File: config.mk
export PLATFORM = sky130hd
export DESIGN_NAME = dpcs_ram
export DESIGN_NICKNAME = d
export VERILOG_FILES = /design/src/rtl/core/dpcs_ram.sv
export SDC_FILE = /design/constraint.sdc
export NUM_CORES = 1
export LEC_CHECK = 0
export ABC_AREA = 1
export BUFFER_PORTS_ARGS = -buffer_cell sky130_fd_sc_hd__buf_2
export CAP_MARGIN = 40
export CORE_ASPECT_RATIO = 2
export CORE_MARGIN = 2
export CORE_UTILIZATION = 35
export CTS_CLUSTER_DIAMETER = 40
export DETAILED_ROUTE_END_ITERATION = 7
export PLACE_DENSITY = 0.57
export SETUP_SLACK_MARGIN = 0.05
export SYNTH_ARGS = -nofsm -noshare
export SYNTH_HDL_FRONTEND = slang
export SYNTH_SLANG_ARGS = --single-unit
File: constraint.sdc
create_clock -name clk_i -period 3.4 [get_ports clk_i]
set_clock_uncertainty 0.2 [all_clocks]
set_input_delay 0.68 -clock clk_i [delete_from_list [all_inputs] [get_ports clk_i]]
set_output_delay 0.68 -clock clk_i [all_outputs]
set_load 0.02 [all_outputs]
File: src/rtl/core/dpcs_ram.sv
module dpcs_ram #(
  parameter int Width = 8,
  parameter int Depth = 4
) (
  input  logic                     clk_i,
  input  logic                     we_i,
  input  logic [$clog2(Depth)-1:0] waddr_i,
  input  logic [Width-1:0]         wdata_i,
  input  logic                     re_i,
  input  logic [$clog2(Depth)-1:0] raddr_i,
  output logic [Width-1:0]         rdata_o
);

  logic [Width-1:0] mem_q [Depth];
  logic [Width-1:0] rdata_q;

  // Synchronous write and registered read; a read of the entry being
  // written in the same cycle returns the old contents.
  always_ff @(posedge clk_i) begin
    if (we_i) begin
      mem_q[waddr_i] <= wdata_i;
    end
    if (re_i) begin
      rdata_q <= mem_q[raddr_i];
    end
  end

  assign rdata_o = rdata_q;

endmodule

; ---- Yosys cells after proc, flatten, opt, wreduce, memory -nomap -nowiden
; Memory sizes are Yosys's and may differ from the RTL's. A register that Yosys moved wholly into a read port is not among the register bits.
; Cells that the tools add are included.
[word_totals]
latchBits = 0
mem_count = 1
elab_cells = 3
mem_bits_ro = 0
input_bits = 15
ramBits = 32
regBits = 0
[op_classes]
order_cmp = 0
reduce_logical = 0
n_shift = 0
n_div = 0
n_mul = 0
addsub = 0
muxes = 2
eq_ne = 0
bitwise = 0
[memory_table]
columns = memory, depth, word_bits, rd, rd_ports_with_merged_regs, write_ports, line
row1 = mem_q, 4, 8, 1, 1, 1, 14  ; logic [Width-1:0] mem_q [Depth];
[ops]
columns = op, count
row1 = 2-to-1 mux 1 bit, 2

; ---- Depth between registers and ports, before layout
; Gate-level depths: netlist (run 1).
[logic_depth]
ltp_word = 2
mapped_depth = 6
depth_no_buf = 4

; ---- Least setup slack after synthesis (run 1)
; OpenSTA, ideal clock, no wires.
[synth_path]
path_type = input -> register
from = input waddr_i[0]
to = memory mem_q[3][0] (enable)
arrival_time_ps = 1360
path_slack_ps = 1457
path_stages = 2
n_path_buf = 0
cell_sequence = inv_1 nor3_1
[synth_lines]
columns = item, line
row1 = "start, declared", 7  ; input logic [$clog2(Depth)-1:0] waddr_i,
row2 = "end, declared", 14
; Straight into the memory's write port.

; ---- Worst setup path in the final report (run 1)
[layout_path]
from = register rdata_q[2], in the netlist rdata_o[2], read port of mem_q
to = output rdata_o[2]
[layout_lines]
columns = item, line
row1 = "start, declared", 15  ; logic [Width-1:0] rdata_q;
row2 = "end, declared", 11  ; output logic [Width-1:0] rdata_o
; No word-level cell between the ends.

==> flow_summary.ini, run 1 <==
[timing]
fin_crit_sh = 0.4982
fin_setup_tns_ns = 0
fin_ws_ns = 1.706
setup_viol = 0
fmax_mhz = 590.4
max_slew_margin = 0.7897
rsz0062_at_grt = false
slew_violations = 0
hold_viol = 0
min_period_ns = 1.694
tightest_slew_ns = 0.3155

[power_and_ir_drop]
intPower_w = 0.0007432
vdd_ir_drop_max_uv = 273.1
power_leakage_nw = 0.8578
switchingPower_w = 0.0002182
p_seq_frac = 0.601
switching_share = 0.2270
combinationalPowerShare = 0.079
clockPowerShare = 0.320
power.density_mw_per_mm2 = 508.6
total_power_w = 0.0009615

[finish]
n_antenna_cell = 0
areaGrowthSynthToFinish_pct = 16.14
nNetsFinal = 185
multi_input_comb_area_um2 = 250.2
instances_no_fill = 226
seqCellArea_mm2 = 0.001201
fill_cells = 461
drive_above_1_share = 0.1988

[clock_tree]
clk_latency_ns = 0.29
cts_buffers = 5
cts_htree_levels = 2
root_buffer = clkbuf_8
cts_resized = 0
cts_post_setup_buffers_inserted = 0
clkSlewWorstSetupHoldPaths_ns = 0.07
cts.path.max_buffers = 2
cts_hold_buf = 0
clock_sinks = 40
cts_tree = yes

[setup_path]
path_cells = buf_2
critPathLaunchType = register
worstPathArrival_ns = 0.81
crit_family = flip-flops
worstReg2RegStart = mem_q[3][3]
crit_type = register to output pin
reg2reg_setup_slack_ns = 2.31
worst_setup_path_end_kind = output pin
worstPathRequired_ns = 2.52
critPathMaxStageDelay_ns = 0.36
r2r-end = rdata_o[3]
cp_slowest_cell = edfxtp_1
reg2regPathDepth = 4
critPathBufInv = 1
crit_fanout = 1

[floorplan]
die_h_um = 100.4
die_x_um = 52.22
ioPinCount = 23
core_area_mm2 = 0.004554
std_cell_rows = 35
die_area_mm2 = 0.005245
initial_core_util = 0.3574

[routing]
wl_per_cell_um = 12.08
drc_errors = 0
dr.pass1.iters = 4
via_per_inst = 4.566
drtIter0Drc = 31
ant_nets = 0
routed_wl_mm = 2.729
vias = 1032

[job]
drv_cap = 0

[hold_path]
hp-class = primary input to register
min_to = mem_q[1][6]
hold_depth = 1
min_from = wdata_i[6]

[place]
dp.cells = 218
portBuffers = 22
hpwl_mm = 2.097
pre_cts_ws_ns = 1.665
finalWeightedCongestion = 0.8989

[logic_synthesis]
synth_seq_cells = 40
synth_fp_nets = 156
synth_top_area_frac = 0.7379
avgSynthCellArea_um2 = 11.54
syn_area_mm2 = 0.001628
ys_types = 9
yosys-top-cells-area = edfxtp_1 (74%), nand2_1 (9.2%), inv_1 (8.3%)
yosysSeqAreaShare = 0.7379
postSynthCellCount = 141
yosysWarnings = 0
yosys.area.top_type = edfxtp_1

[global_route]
grt_pass1_wl_mm = 4.485
grt_pass1_vias = 979
grt_use_total = 0.1204
antenna_found_initial = 0
grt-ovfl-total = 0
grt_max_degree = 18

[status]
status = completed
==> worst max-delay path by stage <==
stage               depth (start not counted)           to  startpoint
floorplan                                   2  mem_q[3][0]  waddr_i[0]
CTS                                         1   rdata_o[2]  rdata_o[2]
finish                                      1   rdata_o[2]  rdata_o[2]
global placement                            4  mem_q[3][0]  waddr_i[0]
detailed placement                          5   rdata_o[2]  raddr_i[0]
global route                                1   rdata_o[6]  rdata_o[6]
==> registers in the layout, indices dropped and copies added (netlist names) <==
name	flops
mem_q	32
rdata_o	8
==> metal layers <==
metal  GRT usage  vias to the layer above  routed length [µm]  share of wire
li1            -                      502                   -              -
met1      0.1130                      488                 945           0.35
met2      0.2142                       32                1541           0.56
met3     0.03274                       10                 135          0.049
met4     0.08284                        0                 106          0.039
met5           0                        -                   0              0
==> cell usage after synthesis, drive strengths merged <==
cell and number:
edfxtp 40, nand2 40, buf 4, inv 37, nand3 16, nor3 4
==> layout by cell type, fill, tap and decap left out <==
master | Yosys | routed
nand3_1 | 16 | 16
clkbuf_1 | 0 | 1
buf_2 | 1 | 22
edfxtp_1 | 40 | 40
clkinvlp_4 | 0 | 1
buf_4 | 1 | 4
inv_1 | 36 | 36
inv_4 | 1 | 1
clkbuf_8 | 0 | 5
clkinv_4 | 0 | 1
nor3_1 | 4 | 4
nand2_1 | 40 | 40
==> cell type report <==
class	count	share of cell area
multi-input cells	60	0.1324
inverters	37	0.07479
clock inverters	2	0.008604
well taps	55	0.03640
flip-flops and latches	40	0.6353
clock buffers	6	0.03839
repair buffers	26	0.07412
==> per-stage QoR <==
step           area (µm²)    util  hold WS [ns]
2_1_floorplan        1628       -        0.3744
3_3_place_gp         1802  0.3956        0.3981
3_5_place_dp         1802  0.3956        0.4050
4_1_cts              1891  0.4151        0.3965
5_1_grt              1891  0.4151        0.4057
6_report             1891  0.4151        0.4057
==> logic make-up after synthesis <==
group                  count (synthesis)  share of synthesized area
DFF                                   40                     0.7379
buffers and inverters                 41                     0.1084
and+or+nand+nor                       60                     0.1537
==> power by group through the flow <==
stage | registers (W) | logic, W | clock network, W
floorplan | 0.000599 | 0.0000378 | 0
global placement | 0.000589 | 0.0000742 | 0
detailed placement | 0.000590 | 0.0000765 | 0
CTS | 0.000578 | 0.0000768 | 0.000317
global route | 0.000580 | 0.0000855 | 0.000338
finish | 0.000578 | 0.0000759 | 0.000307
(Power assumes the default switching activity.)
==> run 2, diff against run 1 <==
- clock period: 3.4 -> 1.6 ns (I/O delays scaled with it)
==> flow_summary.ini, run 2 (synthesis gave the netlist of run 1 again) <==
[power_and_ir_drop]
clockPowerShare = 0.361
vdd_ir_drop_max_uv = 852.2
combinationalPowerShare = 0.074
intPower_w = 0.001733
switchingPower_w = 0.0004397
switching_share = 0.2024
p_seq_frac = 0.566
power.density_mw_per_mm2 = 1132
power_leakage_nw = 0.8736

[routing]
vias = 997
via_per_inst = 4.412
drc_errors = 0
dr.pass1.iters = 4
routed_wl_mm = 2.539
drtIter0Drc = 23
ant_nets = 0
wl_per_cell_um = 11.23

[global_route]
grt_use_total = 0.1158
antenna_found_initial = 0
grt-ovfl-total = 0
grt_pass1_vias = 981
grt_busiest_layer = met2
met3_usage = 0.03125
use_met1 = 0.1137
grt_pass1_wl_mm = 4.326
met2_usage = 0.1957
grt_max_degree = 18

[setup_path]
worstPathArrival_ns = 0.82
worstPathRequired_ns = 1.08
path_cells = buf_2
crit_type = register to output pin
critPathMaxStageDelay_ns = 0.36
crit_fanout = 1
critPathLaunchType = register
cp_slowest_cell = edfxtp_1
worst_setup_path_end_kind = output pin
crit_family = flip-flops
critPathBufInv = 1

[floorplan]
core_area_mm2 = 0.004554
ioPinCount = 23
die_h_um = 100.4
std_cell_rows = 35
die_area_mm2 = 0.005245
initial_core_util = 0.3574
die_x_um = 52.22

[clock_tree]
cts_htree_levels = 2
root_buffer = clkbuf_8
cts_buffers = 5
clock_sinks = 40
cts_tree = yes
cts_post_setup_buffers_inserted = 0
cts_resized = 0
clkSlewWorstSetupHoldPaths_ns = 0.07
cts.path.max_buffers = 2
clk_latency_ns = 0.28
cts_hold_buf = 0

[timing]
tightest_slew_ns = 0.3160
setup_viol = 0
hold_viol = 0
fin_crit_sh = 0.8369
max_slew_margin = 0.7893
fin_setup_tns_ns = 0
rsz0062_at_grt = false
slew_violations = 0
hold_ws_ns = 0.04604
fmax_mhz = 746.8
min_period_ns = 1.339

[finish]
drive_above_1_share = 0.2105
top_register = mem_q
largest_reg_flops = 32
n_antenna_cell = 0
nNetsFinal = 185
areaGrowthSynthToFinish_pct = 17.91
mostFrequentLayoutCells = nand2_1 (40), edfxtp_1 (40), inv_1 (36), buf_2 (22), nand3_1 (16)

[place]
portBuffers = 22
hpwl_mm = 1.932
finalWeightedCongestion = 0.8869

[hold_path]
hp-class = primary input to register

[job]
drv_cap = 0

[status]
status = completed
[run 2: through the flow]
stage | utilization | instances | instance area, µm² | power [W] | worst slack (ns)
after floorplan | - | 141 | 1638 | 0.001354 | 0.02225
after global placement | 0.3978 | 218 | 1812 | 0.001409 | 0.2375
after detailed placement | 0.3978 | 218 | 1812 | 0.001415 | 0.2294
after CTS | 0.4214 | 226 | 1919 | 0.002202 | 0.2391
after global routing | 0.4214 | 226 | 1919 | 0.002266 | 0.2048
final | 0.4214 | 226 | 1919 | 0.002173 | 0.2610
[run 2: routing by layer]
layer	vias to the layer above	part of all wire	wire (µm)
met5	-	0	0
met4	0	0.038	96
met3	8	0.047	120
met2	35	0.55	1409
met1	451	0.36	913
li1	503	-	-
[run 2: final cells by class]
class                           instances  area (µm²)
Inverter                               37       141.4
Fill cell                             442        2635
Sequential cell                        40        1201
Tap cell                               55       68.82
Clock buffer                            6       72.57
Timing Repair Buffer                   26       140.1
Multi-Input combinational cell         60       260.3
Clock inverter                          2       35.03
[run 2: power groups by stage]
stage,sequential (W),clock [W],combinational [W]
after global routing,0.00123,0.000851,0.000182
after detailed placement,0.00125,0,0.000162
after CTS,0.00123,0.000810,0.000163
after global placement,0.00125,0,0.000157
final,0.00123,0.000784,0.000160
after floorplan,0.00127,0,0.0000819
[run 2: worst paths after layout]
kind                                  start          end  slack, ns  cells after the start
worst max-delay path             rdata_o[6]   rdata_o[6]       0.26                      1
worst min-delay path             wdata_i[1]  mem_q[2][1]       0.05                      1
worst max register to register  mem_q[3][0]   rdata_o[0]       0.53                      4
worst min register to register  mem_q[0][1]   rdata_o[1]       0.42                      4
